**config.mk**
```make
export PLATFORM = sky130hd
export DESIGN_NAME = polygon_edge_clipper_flat
export DESIGN_NICKNAME = d
export VERILOG_FILES = /design/src/rtl/core/pec_pkg.sv /design/src/rtl/core/pec_vertex_if.sv /design/src/rtl/core/pec_result_if.sv /design/src/rtl/core/pec_dpath.sv /design/src/rtl/core/pec_ctrl.sv /design/src/rtl/core/polygon_edge_clipper.sv /design/src/flat_wrapper.sv
export SDC_FILE = /design/constraint.sdc
export NUM_CORES = 2
export LEC_CHECK = 0
export ABC_AREA = 1
export BUFFER_PORTS_ARGS = -buffer_cell sky130_fd_sc_hd__buf_4
export CORE_MARGIN = 8
export CORE_UTILIZATION = 34
export CTS_CLUSTER_SIZE = 10
export DETAILED_ROUTE_END_ITERATION = 10
export RECOVER_POWER = 25
export SYNTH_ARGS = -nofsm -noshare
export SYNTH_HDL_FRONTEND = slang
export SYNTH_SLANG_ARGS = --single-unit
```
**constraint.sdc**
```tcl
create_clock -name clk_i -period 8.05 [get_ports clk_i]
set_clock_uncertainty 0.15 [all_clocks]
set_input_delay 0.805 -clock clk_i [delete_from_list [all_inputs] [get_ports clk_i]]
set_output_delay 0.805 -clock clk_i [all_outputs]
set_load 0.1 [all_outputs]
```
**src/rtl/core/pec_pkg.sv**
```systemverilog
// ----------------------------------------------------------------------------
// Polygon edge clipper package
// Shared types, constants and register indexes of the edge clipper.
// ----------------------------------------------------------------------------
package pec_pkg;

  localparam int unsigned COORD_WIDTH_DEF = 16;
  localparam int unsigned CFG_IDX_W       = 2;

  localparam logic [CFG_IDX_W-1:0] CFG_EDGE_START_X = 2'd0;
  localparam logic [CFG_IDX_W-1:0] CFG_EDGE_START_Y = 2'd1;
  localparam logic [CFG_IDX_W-1:0] CFG_EDGE_END_X   = 2'd2;
  localparam logic [CFG_IDX_W-1:0] CFG_EDGE_END_Y   = 2'd3;

  localparam int EDGE_START_X_RST = 0;
  localparam int EDGE_START_Y_RST = 0;
  localparam int EDGE_END_X_RST   = 1000;
  localparam int EDGE_END_Y_RST   = 0;

  typedef enum logic [3:0] {
    ST_IDLE,
    ST_EVAL,
    ST_OPS,
    ST_MUL,
    ST_DIV_INIT,
    ST_DIV,
    ST_EMIT_X,
    ST_EMIT_P,
    ST_EMIT_M
  } state_e;

  typedef enum logic [1:0] {
    EMIT_VERTEX,
    EMIT_CROSS,
    EMIT_MARKER
  } emit_sel_e;

  typedef struct packed {
    logic      load_in;
    logic      load_ops;
    logic      load_prod;
    logic      div_init;
    logic      div_step;
    logic      emit;
    emit_sel_e emit_sel;
    logic      emit_last;
  } cmd_t;

  typedef struct packed {
    logic p_inside;
    logic s_inside;
    logic prime;
    logic closing;
    logic out_free;
  } sts_t;

endpackage

```
**src/rtl/core/pec_vertex_if.sv**
```systemverilog
// ----------------------------------------------------------------------------
// Vertex channel
// Valid/ready channel that carries one polygon vertex and its flags.
// ----------------------------------------------------------------------------
interface pec_vertex_if #(
  parameter int unsigned COORD_WIDTH = 16
);
  logic                          valid;
  logic                          ready;
  logic signed [COORD_WIDTH-1:0] vertex_x;
  logic signed [COORD_WIDTH-1:0] vertex_y;
  logic                          prime;
  logic                          closing;

  modport source (output valid, vertex_x, vertex_y, prime, closing, input ready);
  modport sink   (input valid, vertex_x, vertex_y, prime, closing, output ready);
endinterface

```
**src/rtl/core/pec_result_if.sv**
```systemverilog
// ----------------------------------------------------------------------------
// Result channel
// Valid/ready channel that carries one clipped vertex or an end marker.
// ----------------------------------------------------------------------------
interface pec_result_if #(
  parameter int unsigned COORD_WIDTH = 16
);
  logic                          valid;
  logic                          ready;
  logic signed [COORD_WIDTH-1:0] out_x;
  logic signed [COORD_WIDTH-1:0] out_y;
  logic                          has_vertex;
  logic                          polygon_done;

  modport source (output valid, out_x, out_y, has_vertex, polygon_done, input ready);
  modport sink   (input valid, out_x, out_y, has_vertex, polygon_done, output ready);
endinterface

```
**src/rtl/core/pec_dpath.sv**
```systemverilog
// ----------------------------------------------------------------------------
// Edge clipper datapath
// Edge registers, vertex registers, inside tests, crossing multiplier,
// restoring divider, saturation and the output register.
// ----------------------------------------------------------------------------
module pec_dpath #(
  parameter int unsigned COORD_WIDTH = pec_pkg::COORD_WIDTH_DEF
) (
  input  logic                               clk_i,
  input  logic                               rst_ni,
  input  logic                               cfg_we_i,
  input  logic [pec_pkg::CFG_IDX_W-1:0]      cfg_idx_i,
  input  logic [COORD_WIDTH-1:0]             cfg_wdata_i,
  input  logic signed [COORD_WIDTH-1:0]      in_x_i,
  input  logic signed [COORD_WIDTH-1:0]      in_y_i,
  input  logic                               in_prime_i,
  input  logic                               in_closing_i,
  input  pec_pkg::cmd_t                      cmd_i,
  output pec_pkg::sts_t                      sts_o,
  input  logic                               out_ready_i,
  output logic                               out_valid_o,
  output logic signed [COORD_WIDTH-1:0]      out_x_o,
  output logic signed [COORD_WIDTH-1:0]      out_y_o,
  output logic                               out_has_vertex_o,
  output logic                               out_done_o
);
  import pec_pkg::*;

  localparam int unsigned CW = COORD_WIDTH;
  localparam int unsigned DW = CW + 1;
  localparam int unsigned QW = CW + 2;
  localparam int unsigned PW = 2 * DW;
  localparam int unsigned SW = CW + 4;

  localparam logic signed [SW-1:0] CMAX = {{(SW-CW+1){1'b0}}, {(CW-1){1'b1}}};
  localparam logic signed [SW-1:0] CMIN = ~CMAX;

  logic signed [CW-1:0] esx_q, esy_q, eex_q, eey_q;
  logic signed [CW-1:0] prev_x_q, prev_y_q;
  logic signed [CW-1:0] p_x_q, p_y_q, s_x_q, s_y_q;
  logic                 prime_q, closing_q;

  // configuration and vertex registers
  always_ff @(posedge clk_i or negedge rst_ni) begin
    if (!rst_ni) begin
      esx_q    <= CW'(EDGE_START_X_RST);
      esy_q    <= CW'(EDGE_START_Y_RST);
      eex_q    <= CW'(EDGE_END_X_RST);
      eey_q    <= CW'(EDGE_END_Y_RST);
      prev_x_q <= '0;
      prev_y_q <= '0;
    end else begin
      if (cfg_we_i) begin
        case (cfg_idx_i)
          CFG_EDGE_START_X: esx_q <= cfg_wdata_i;
          CFG_EDGE_START_Y: esy_q <= cfg_wdata_i;
          CFG_EDGE_END_X:   eex_q <= cfg_wdata_i;
          CFG_EDGE_END_Y:   eey_q <= cfg_wdata_i;
          default: begin
          end
        endcase
      end
      if (cmd_i.load_in) begin
        prev_x_q <= in_x_i;
        prev_y_q <= in_y_i;
      end
    end
  end

  always_ff @(posedge clk_i) begin
    if (cmd_i.load_in) begin
      p_x_q     <= in_x_i;
      p_y_q     <= in_y_i;
      s_x_q     <= prev_x_q;
      s_y_q     <= prev_y_q;
      prime_q   <= in_prime_i;
      closing_q <= in_closing_i;
    end
  end

  // inside tests
  logic p_in, s_in;

  assign p_in = (eex_q > esx_q && p_y_q >= esy_q) || (eex_q < esx_q && p_y_q <= esy_q) ||
                (eey_q > esy_q && p_x_q <= eex_q) || (eey_q < esy_q && p_x_q >= eex_q);
  assign s_in = (eex_q > esx_q && s_y_q >= esy_q) || (eex_q < esx_q && s_y_q <= esy_q) ||
                (eey_q > esy_q && s_x_q <= eex_q) || (eey_q < esy_q && s_x_q >= eex_q);

  // crossing operands
  logic                 hz_w;
  logic signed [DW-1:0] sx_e, sy_e, px_e, py_e, esx_e, esy_e;
  logic signed [DW-1:0] num_w, span_w, den_w;
  logic [DW-1:0]        mag_a_d, mag_b_d, den_mag_d;

  assign hz_w  = (esy_q == eey_q);
  assign sx_e  = {s_x_q[CW-1], s_x_q};
  assign sy_e  = {s_y_q[CW-1], s_y_q};
  assign px_e  = {p_x_q[CW-1], p_x_q};
  assign py_e  = {p_y_q[CW-1], p_y_q};
  assign esx_e = {esx_q[CW-1], esx_q};
  assign esy_e = {esy_q[CW-1], esy_q};

  assign num_w  = hz_w ? (esy_e - sy_e) : (esx_e - sx_e);
  assign span_w = hz_w ? (px_e - sx_e) : (py_e - sy_e);
  assign den_w  = hz_w ? (py_e - sy_e) : (px_e - sx_e);

  assign mag_a_d   = num_w[DW-1]  ? unsigned'(-num_w)  : unsigned'(num_w);
  assign mag_b_d   = span_w[DW-1] ? unsigned'(-span_w) : unsigned'(span_w);
  assign den_mag_d = den_w[DW-1]  ? unsigned'(-den_w)  : unsigned'(den_w);

  logic [DW-1:0]        mag_a_q, mag_b_q, den_q;
  logic                 neg_q, dz_q, hz_q;
  logic signed [CW-1:0] base_q;
  logic [PW-1:0]        prod_q;
  logic [DW-1:0]        rem_q;
  logic [QW-1:0]        quo_q;
  logic                 ovf_q;

  logic [CW-1:0]        prod_hi;
  logic [DW:0]          trial, trial_sub;
  logic                 ge;

  assign prod_hi   = prod_q[PW-1:QW];
  assign trial     = {rem_q, quo_q[QW-1]};
  assign ge        = trial >= {1'b0, den_q};
  assign trial_sub = trial - {1'b0, den_q};

  always_ff @(posedge clk_i) begin
    if (cmd_i.load_ops) begin
      mag_a_q <= mag_a_d;
      mag_b_q <= mag_b_d;
      den_q   <= den_mag_d;
      neg_q   <= num_w[DW-1] ^ span_w[DW-1] ^ den_w[DW-1];
      dz_q    <= (den_w == '0);
      hz_q    <= hz_w;
      base_q  <= hz_w ? s_x_q : s_y_q;
    end
    if (cmd_i.load_prod) begin
      prod_q <= {{DW{1'b0}}, mag_a_q} * {{DW{1'b0}}, mag_b_q};
    end
    if (cmd_i.div_init) begin
      ovf_q <= {1'b0, prod_hi} >= den_q;
      rem_q <= {1'b0, prod_hi};
      quo_q <= prod_q[QW-1:0];
    end else if (cmd_i.div_step) begin
      quo_q <= {quo_q[QW-2:0], ge};
      rem_q <= ge ? trial_sub[DW-1:0] : trial[DW-1:0];
    end
  end

  // crossing coordinate: base +/- quotient, saturated
  logic signed [SW-1:0] q_s, base_s, sum_s;
  logic signed [CW-1:0] cr_w;

  assign q_s    = signed'({2'b00, quo_q});
  assign base_s = SW'(base_q);
  assign sum_s  = base_s + (neg_q ? -q_s : q_s);

  always_comb begin
    if (dz_q) begin
      cr_w = base_q;
    end else if (ovf_q) begin
      cr_w = neg_q ? CMIN[CW-1:0] : CMAX[CW-1:0];
    end else if (sum_s > CMAX) begin
      cr_w = CMAX[CW-1:0];
    end else if (sum_s < CMIN) begin
      cr_w = CMIN[CW-1:0];
    end else begin
      cr_w = sum_s[CW-1:0];
    end
  end

  // output register
  logic out_valid_q;

  always_ff @(posedge clk_i or negedge rst_ni) begin
    if (!rst_ni) begin
      out_valid_q <= 1'b0;
    end else if (cmd_i.emit) begin
      out_valid_q <= 1'b1;
    end else if (out_ready_i) begin
      out_valid_q <= 1'b0;
    end
  end

  always_ff @(posedge clk_i) begin
    if (cmd_i.emit) begin
      out_done_o <= cmd_i.emit_last;
      case (cmd_i.emit_sel)
        EMIT_VERTEX: begin
          out_x_o          <= p_x_q;
          out_y_o          <= p_y_q;
          out_has_vertex_o <= 1'b1;
        end
        EMIT_CROSS: begin
          out_x_o          <= hz_q ? cr_w : esx_q;
          out_y_o          <= hz_q ? esy_q : cr_w;
          out_has_vertex_o <= 1'b1;
        end
        default: begin
          out_x_o          <= '0;
          out_y_o          <= '0;
          out_has_vertex_o <= 1'b0;
        end
      endcase
    end
  end

  assign out_valid_o = out_valid_q;

  assign sts_o.p_inside = p_in;
  assign sts_o.s_inside = s_in;
  assign sts_o.prime    = prime_q;
  assign sts_o.closing  = closing_q;
  assign sts_o.out_free = !out_valid_q || out_ready_i;

endmodule

```
**src/rtl/core/pec_ctrl.sv**
```systemverilog
// ----------------------------------------------------------------------------
// Edge clipper controller
// Sequences accept, classification, multiply, divide and result emission.
// ----------------------------------------------------------------------------
module pec_ctrl #(
  parameter int unsigned DIV_STEPS = pec_pkg::COORD_WIDTH_DEF + 2
) (
  input  logic          clk_i,
  input  logic          rst_ni,
  input  logic          in_valid_i,
  output logic          in_ready_o,
  input  pec_pkg::sts_t sts_i,
  output pec_pkg::cmd_t cmd_o
);
  import pec_pkg::*;

  localparam int unsigned CNT_W = $clog2(DIV_STEPS);
  localparam logic [CNT_W-1:0] CNT_LAST = CNT_W'(DIV_STEPS - 1);

  state_e           state_q, state_d;
  logic [CNT_W-1:0] cnt_q, cnt_d;

  always_ff @(posedge clk_i or negedge rst_ni) begin
    if (!rst_ni) begin
      state_q <= ST_IDLE;
      cnt_q   <= '0;
    end else begin
      state_q <= state_d;
      cnt_q   <= cnt_d;
    end
  end

  // next state
  always_comb begin
    state_d = state_q;
    cnt_d   = cnt_q;
    case (state_q)
      ST_IDLE: begin
        if (in_valid_i) begin
          state_d = ST_EVAL;
        end
      end
      ST_EVAL: begin
        if (sts_i.prime) begin
          state_d = ST_IDLE;
        end else if (sts_i.p_inside && sts_i.s_inside) begin
          state_d = ST_EMIT_P;
        end else if (!sts_i.p_inside && !sts_i.s_inside) begin
          state_d = sts_i.closing ? ST_EMIT_M : ST_IDLE;
        end else begin
          state_d = ST_OPS;
        end
      end
      ST_OPS:      state_d = ST_MUL;
      ST_MUL:      state_d = ST_DIV_INIT;
      ST_DIV_INIT: begin
        cnt_d   = '0;
        state_d = ST_DIV;
      end
      ST_DIV: begin
        cnt_d = cnt_q + 1'b1;
        if (cnt_q == CNT_LAST) begin
          state_d = ST_EMIT_X;
        end
      end
      ST_EMIT_X: begin
        if (sts_i.out_free) begin
          state_d = sts_i.p_inside ? ST_EMIT_P : ST_IDLE;
        end
      end
      ST_EMIT_P, ST_EMIT_M: begin
        if (sts_i.out_free) begin
          state_d = ST_IDLE;
        end
      end
      default: state_d = ST_IDLE;
    endcase
  end

  // outputs
  always_comb begin
    in_ready_o       = 1'b0;
    cmd_o            = '0;
    cmd_o.emit_sel   = EMIT_MARKER;
    case (state_q)
      ST_IDLE: begin
        in_ready_o    = 1'b1;
        cmd_o.load_in = in_valid_i;
      end
      ST_OPS:      cmd_o.load_ops  = 1'b1;
      ST_MUL:      cmd_o.load_prod = 1'b1;
      ST_DIV_INIT: cmd_o.div_init  = 1'b1;
      ST_DIV:      cmd_o.div_step  = 1'b1;
      ST_EMIT_X: begin
        cmd_o.emit      = sts_i.out_free;
        cmd_o.emit_sel  = EMIT_CROSS;
        cmd_o.emit_last = sts_i.closing && !sts_i.p_inside;
      end
      ST_EMIT_P: begin
        cmd_o.emit      = sts_i.out_free;
        cmd_o.emit_sel  = EMIT_VERTEX;
        cmd_o.emit_last = sts_i.closing;
      end
      ST_EMIT_M: begin
        cmd_o.emit      = sts_i.out_free;
        cmd_o.emit_sel  = EMIT_MARKER;
        cmd_o.emit_last = 1'b1;
      end
      default: begin
      end
    endcase
  end

endmodule

```
**src/rtl/core/polygon_edge_clipper.sv**
```systemverilog
// ----------------------------------------------------------------------------
// Polygon edge clipper
// One Sutherland-Hodgman stage: clips a vertex stream against one boundary
// edge held in configuration registers.
//
//   channel    dir  handshake     payload
//   vertex_i   in   valid/ready   vertex_x, vertex_y, prime, closing
//   result_o   out  valid/ready   out_x, out_y, has_vertex, polygon_done
//   cfg        in   cfg_we_i      cfg_idx_i, cfg_wdata_i
//
// A priming vertex, or a vertex that emits nothing, returns to idle after
// classification; a vertex that emits only itself or an end marker goes
// straight to emission. A vertex that crosses the edge runs the multiply
// and the bit-serial divider of COORD_WIDTH + 2 steps, emits the crossing
// point and then, when it lies inside, the vertex itself. One vertex is in work
// at a time. The output register holds a result until its transfer and
// stalls the sequencer only when a second result is due. Reset restores the
// edge registers and zeroes the stored previous vertex.
// ----------------------------------------------------------------------------
module polygon_edge_clipper #(
  parameter int unsigned COORD_WIDTH = pec_pkg::COORD_WIDTH_DEF
) (
  input  logic                          clk_i,
  input  logic                          rst_ni,
  input  logic                          cfg_we_i,
  input  logic [pec_pkg::CFG_IDX_W-1:0] cfg_idx_i,
  input  logic [COORD_WIDTH-1:0]        cfg_wdata_i,
  pec_vertex_if.sink                    vertex_i,
  pec_result_if.source                  result_o
);
  import pec_pkg::*;

  cmd_t cmd;
  sts_t sts;

  pec_ctrl #(
    .DIV_STEPS (COORD_WIDTH + 2)
  ) u_ctrl (
    .clk_i      (clk_i),
    .rst_ni     (rst_ni),
    .in_valid_i (vertex_i.valid),
    .in_ready_o (vertex_i.ready),
    .sts_i      (sts),
    .cmd_o      (cmd)
  );

  pec_dpath #(
    .COORD_WIDTH (COORD_WIDTH)
  ) u_dpath (
    .clk_i            (clk_i),
    .rst_ni           (rst_ni),
    .cfg_we_i         (cfg_we_i),
    .cfg_idx_i        (cfg_idx_i),
    .cfg_wdata_i      (cfg_wdata_i),
    .in_x_i           (vertex_i.vertex_x),
    .in_y_i           (vertex_i.vertex_y),
    .in_prime_i       (vertex_i.prime),
    .in_closing_i     (vertex_i.closing),
    .cmd_i            (cmd),
    .sts_o            (sts),
    .out_ready_i      (result_o.ready),
    .out_valid_o      (result_o.valid),
    .out_x_o          (result_o.out_x),
    .out_y_o          (result_o.out_y),
    .out_has_vertex_o (result_o.has_vertex),
    .out_done_o       (result_o.polygon_done)
  );

endmodule

```
**src/flat_wrapper.sv**
```systemverilog
// flat-port wrapper written by rule: the top's interface ports become plain ports
module polygon_edge_clipper_flat import pec_pkg::*;
#(
  parameter int unsigned COORD_WIDTH = pec_pkg::COORD_WIDTH_DEF
)
  (clk_i, rst_ni, cfg_we_i, cfg_idx_i, cfg_wdata_i, vertex_i_valid, vertex_i_vertex_x, vertex_i_vertex_y, vertex_i_prime, vertex_i_closing, vertex_i_ready, result_o_valid, result_o_out_x, result_o_out_y, result_o_has_vertex, result_o_polygon_done, result_o_ready);
  pec_vertex_if #(.COORD_WIDTH(COORD_WIDTH)) vertex_i_i ();
  pec_result_if #(.COORD_WIDTH(COORD_WIDTH)) result_o_i ();
  input  logic clk_i;
  input  logic rst_ni;
  input  logic cfg_we_i;
  input  logic [pec_pkg::CFG_IDX_W-1:0] cfg_idx_i;
  input  logic [COORD_WIDTH-1:0] cfg_wdata_i;
  input wire logic [$bits(vertex_i_i.valid)-1:0] vertex_i_valid;
  input wire logic [$bits(vertex_i_i.vertex_x)-1:0] vertex_i_vertex_x;
  input wire logic [$bits(vertex_i_i.vertex_y)-1:0] vertex_i_vertex_y;
  input wire logic [$bits(vertex_i_i.prime)-1:0] vertex_i_prime;
  input wire logic [$bits(vertex_i_i.closing)-1:0] vertex_i_closing;
  output wire logic [$bits(vertex_i_i.ready)-1:0] vertex_i_ready;
  output wire logic [$bits(result_o_i.valid)-1:0] result_o_valid;
  output wire logic [$bits(result_o_i.out_x)-1:0] result_o_out_x;
  output wire logic [$bits(result_o_i.out_y)-1:0] result_o_out_y;
  output wire logic [$bits(result_o_i.has_vertex)-1:0] result_o_has_vertex;
  output wire logic [$bits(result_o_i.polygon_done)-1:0] result_o_polygon_done;
  input wire logic [$bits(result_o_i.ready)-1:0] result_o_ready;
  assign vertex_i_i.valid = vertex_i_valid;
  assign vertex_i_i.vertex_x = vertex_i_vertex_x;
  assign vertex_i_i.vertex_y = vertex_i_vertex_y;
  assign vertex_i_i.prime = vertex_i_prime;
  assign vertex_i_i.closing = vertex_i_closing;
  assign vertex_i_ready = vertex_i_i.ready;
  assign result_o_valid = result_o_i.valid;
  assign result_o_out_x = result_o_i.out_x;
  assign result_o_out_y = result_o_i.out_y;
  assign result_o_has_vertex = result_o_i.has_vertex;
  assign result_o_polygon_done = result_o_i.polygon_done;
  assign result_o_i.ready = result_o_ready;
  polygon_edge_clipper #(.COORD_WIDTH(COORD_WIDTH)) u_core (.clk_i(clk_i), .rst_ni(rst_ni), .cfg_we_i(cfg_we_i), .cfg_idx_i(cfg_idx_i), .cfg_wdata_i(cfg_wdata_i), .vertex_i(vertex_i_i), .result_o(result_o_i));
endmodule
```
======== After elaboration in Yosys (flattened, before gate mapping) ========
Cells that the tools add are included.
word-level totals
  register bits ........................... 346
  input port bits ......................... 57
  output and inout bits ................... 36
  logic and storage cells ................. 160
operators by class
  $add $sub $neg .......................... 11
  $mul .................................... 1
  magnitude comparators ................... 16
  eq/ne operators ......................... 18
  muxes and demuxes ....................... 43
  bitwise operators ....................... 2
  reduce and logical (&&, ||, !) cells .... 35
operator list
  operator              number
  $mux 16               13
  $mux 17               4
  $sub 16x16->17        4
  $ge 16x16->1          4
  $le 16x16->1          4
  $pmux 16 s2           2
  $neg 17->17           3
  $mux 18               2
  $mul 17x17->34        1
  $gt 16x16->1          2
  $lt 16x16->1          2
  $mux 4                8
  $pmux 4 s8            1
  $add 16x20->20        1
  $gt 20x16->1 const B  1
  $lt 20x16->1 const B  1
  $mux 20               1
  $neg 18->20           1
  $ge 18x17->1          1
  $ge 16x17->1          1
  $logic_not 17->1      1
  $sub 17x17->17        1
  $eq 16x16->1          1
  $eq 4x3->1 const B    4
  other kinds (22)      62

======== Depth between registers and ports, before layout ========
  depth in word-level cells ............... 11
  gate-level depth with buffers ........... 27

======== Modules after synthesis ========
Synthesis repeated with hierarchy kept, for this count alone.
second synthesis, totals
  cells, all modules ...................... 4,243
  area total of the unflattened synthesis .. 33,329.5 µm²
by module, submodules not included
  module     times used  cells an instance  area an instance (µm²)  sequential area each (µm²)
  pec_dpath  1           4,139              32,663.8                9,631.7
  pec_ctrl   1           104                665.6                   225.2

======== Worst setup path after synthesis ========
No wires, ideal clock.
  kind .................................... reg2reg
  from .................................... register u_core.u_ctrl.state_q[1]
  to ...................................... register u_core.u_dpath.base_q[0], enable pin
  setup time .............................. 0.586 ns
  arrival time ............................ 5.484 ns
  data required time ...................... 7.314 ns
  slack ................................... 1.830 ns
  stages on the path, launching flop included .. 4
  path buffers ............................ 1
  clock period less this slack ............ 6.220 ns
  cells stage by stage .................... dfrtp_1 > clkbuf_1 > inv_1 > nor3_1
between the ends
  cells in the longest elaborated chain, start to end .. 2
RTL lines
  what                      line              RTL
  start: declaration        pec_ctrl.sv:20    state_e state_q, state_d;
  start signal: assignment  pec_ctrl.sv:28    state_q <= state_d;
  $eq 4x2->1                pec_ctrl.sv:85    case (state_q)
  $mux 1                    pec_ctrl.sv:85
  end signal: assignment    pec_dpath.sv:136  base_q <= hz_w ? s_x_q : s_y_q;
  end: declaration          pec_dpath.sv:113  logic signed [CW-1:0] base_q;
No other way between the ends.
A chain may end at the register's enable or synchronous reset.

======== Worst setup path after layout ========
  from .................................... register u_core.u_dpath.mag_a_q[10]
  to ...................................... register u_core.u_dpath.prod_q[29], data pin
between the ends
  cells in the longest elaborated chain, start to end .. 1
RTL lines
  what                      line              RTL
  start: declaration        pec_dpath.sv:111  logic [DW-1:0] mag_a_q, mag_b_q, den_q;
  start signal: assignment  pec_dpath.sv:130  mag_a_q <= mag_a_d;
  $mul 17x17->34            pec_dpath.sv:139  prod_q <= {{DW{1'b0}}, mag_a_q} * {{DW{1'b0}}, mag_b_q};
  end signal: assignment    pec_dpath.sv:139
  end: declaration          pec_dpath.sv:114  logic [PW-1:0] prod_q;
No other way between the ends.

==> flow_summary.ini <==
[global_route]
first_global_vias = 26700
antenna_found_initial = 2
grt_max_degree = 72
gr-total-overflow = 0
grt_pass1_wl_mm = 155
track_usage_pct = 18.5

[layout]
final_nets = 4825
layout-drive-gt1-share_pct = 4.93
syn2layout_area_growth_pct = 9.55
multi_input_area_mm2 = 0.0198
fill_cells = 10100
regArea_mm2 = 0.00986

[placement]
gp_congestion = 0.961
dpl.hpwl_mm = 81.9
port_buffers = 92

[drt]
detail_route.vias_per_cell = 4.93
wl_mm = 101
via_count = 27300
drc_errors = 0
drtAntennaViolNets = 0
first_pass_iters = 6
drt_iter0_markers = 2199
wl_per_cell_um = 18.3

[floorplan]
die_area_mm2 = 0.107
core_area_mm2 = 0.0964
row_count = 114
initial_core_util_pct = 34.2
die_w_um = 327
dieHeight_um = 327
pin_count = 93

[sta]
hold_viol_final = 0
fin_setup_tns_ns = 0
worst_slew_pin_slew_ns = 4.04
slew_violations = 109
period_share_pct = 82.0
grt_setup_unrepaired = false
slew_headroom_pct = -169
max_freq_mhz = 151
hold_slack_ns = 0.263
period_minus_slack_ns = 6.60
setup_viol = 0

[yosys]
synth_common_cells = nand2_1 (1306), inv_1 (742), ha_1 (313)
synth_ff_type = edfxtp_1
synth_area_mm2 = 0.0330
synth.distinct_cells = 59
synth_top_area_share_pct = 21.8
synth_edf_count = 239
synth_warnings = 0
synth_most_common_cell = nand2_1
synthArstFlopShare_pct = 30.6
synth-seq-cells = 346
synth_nets = 4807
synth_seq_area_share_pct = 29.9
synth_area_per_cell_um2 = 7.84
yosys.area.top_type = edfxtp_1
netlist_top_cells_area = edfxtp_1 (22%), nand2_1 (15%), fa_1 (14%)
syn_inst = 4207

[clock_tree]
cts_hold_buf = 0
postCtsSetupBuffers = 0
clock_path_buffers = 3
cts_resized = 0
htreeDepth = 2
clk_pin_slew_worst_paths_ns = 0.06
numCtsBuffers = 44
cts_sinks = 346
cts_tree = done
root_buffer = clkbuf_16
clock_latency_ns = 0.61

[outcome]
violations = capacitance limit, slew limit
outcome = complete, but fails checks

[critical_path]
crit_required_ns = 8.25
worst_path_largest_cell_delay_ns = 0.83
cp_max_fo = 17
crit_top_cell = fa_1
crit_slowest_cell = edfxtp_1
cp-end-kind = register
crit_chain = nand2_1 -> fa_1 -> inv_1 -> fa_1 -> inv_1 -> fa_1 -> fa_1 -> inv_1 -> fa_1 -> fa_1 -> ha_1 -> a21oi_1 -> o21ai_0 -> o21bai_1 -> a21oi_1 -> o21ai_0 -> nand2_1 -> nand2_1 -> nand2_1 -> nand2_1 -> xor2_1
worstSetupPathType = register to register
critPathLaunchType = register
cp.arrival_ns = 6.80

[hold_path]
min_path_type = input pin to register

[job]
maxCapViolations = 2
registers in the layout (all words and copies together), names as in the netlist, 17 cells and up:
signal                  count
u_core.u_dpath.rem_q       17
u_core.u_dpath.den_q       17
u_core.u_dpath.quo_q       18
u_core.u_dpath.mag_a_q     17
u_core.u_dpath.prod_q      34
u_core.u_dpath.mag_b_q     17
path summary, 6_finish.rpt:
| kind | start | end | slack (ns) | cells after the start |
|---|---|---|---|---|
| min in group asynchronous | rst_ni | u_core.u_dpath.esx_q[5] | 0.64 | 1 |
| max in group asynchronous | rst_ni | u_core.u_ctrl.cnt_q[2] | 2.38 | 2 |
| min reg2reg | u_core.u_dpath.prev_y_q[3] | u_core.u_dpath.s_y_q[3] | 0.29 | 0 |
| max reg2reg | u_core.u_dpath.mag_a_q[10] | u_core.u_dpath.prod_q[29] | 1.45 | 21 |
| min | vertex_i_vertex_y[15] | u_core.u_dpath.p_y_q[15] | 0.26 | 1 |
| max | u_core.u_dpath.mag_a_q[10] | u_core.u_dpath.prod_q[29] | 1.45 | 21 |
critical path: cells and delay by family, from the launching register on:
| family | cells | cell delay, ns |
|---|---|---|
| flops | 1 | 0.83 |
| xor+xnor | 1 | 0.14 |
| buf+inv | 3 | 0.20 |
| fa+ha+maj | 7 | 3.45 |
| simple gates | 5 | 0.51 |
| compound gates | 5 | 1.09 |
layout make-up:
| type | count | share of cell area (%) |
|---|---|---|
| clock buffer | 64 | 3.34 |
| multi-input combinational | 2978 | 54.8 |
| antenna | 1 | 0.00693 |
| tap | 1276 | 4.42 |
| timing repair buffer | 106 | 1.94 |
| clock inverter | 13 | 0.402 |
| sequential | 346 | 27.3 |
| inverter | 749 | 7.79 |
metal layers:
layer	vias up	track usage [%]	part of all wire [%]
met5	-	0	0
met4	0	4.83	2.6
met3	132	3.23	7.4
met2	864	29.7	45
met1	13000	25.8	45
li1	13300	-	-
cells in the final DEF (no fill, tap or decap), drive strengths merged, types with 2 or more instances in the layout:
cell,instances
nand2,1315
inv,748
ha,313
edfxtp,239
fa,230
o21ai,223
nand3,221
a21oi,208
nor2,191
clkbuf,101
dfrtp,100
xor2,84
buf,69
xnor2,43
nand4,32
nor3,26
clkinv,12
o21a,11
a21o,10
nand3b,10
or2,9
a31oi,7
o31ai,6
o21bai,6
dfstp,6
o211ai,5
nor4,5
nor3b,4
a21boi,4
a221oi,3
o221ai,2
and3,2
a211oi,2
bufinv,2
cells by family (layout without fill, tap and decap cells):
family	count (synthesis)	count (layout)	synth area share, %
AO/OA/AOI/OAI	490	490	7.98
XOR/XNOR	127	127	3.42
adder cells (fa/ha/maj)	543	543	25.8
buffers and inverters	883	932	10.2
flip-flops	346	346	29.9
multiplexers	1	1	0.0304
other	0	1	0
AND/OR/NAND/NOR	1817	1817	22.6
metrics by stage:
step                      worst slack, ns  instances  cell area (µm²)  util (%)
after detailed placement             1.48       5455            34900      36.2
after CTS                            1.49       5532            36200      37.6
final                                1.45       5533            36100      37.5
after global routing                 1.12       5532            36100      37.5
after global placement               1.55       5455            34900      36.2
after floorplan                      1.83       4207            33000         -
Power is not shown: default switching activity piles up to over one toggle a cycle in this logic, so the estimate is an artifact.
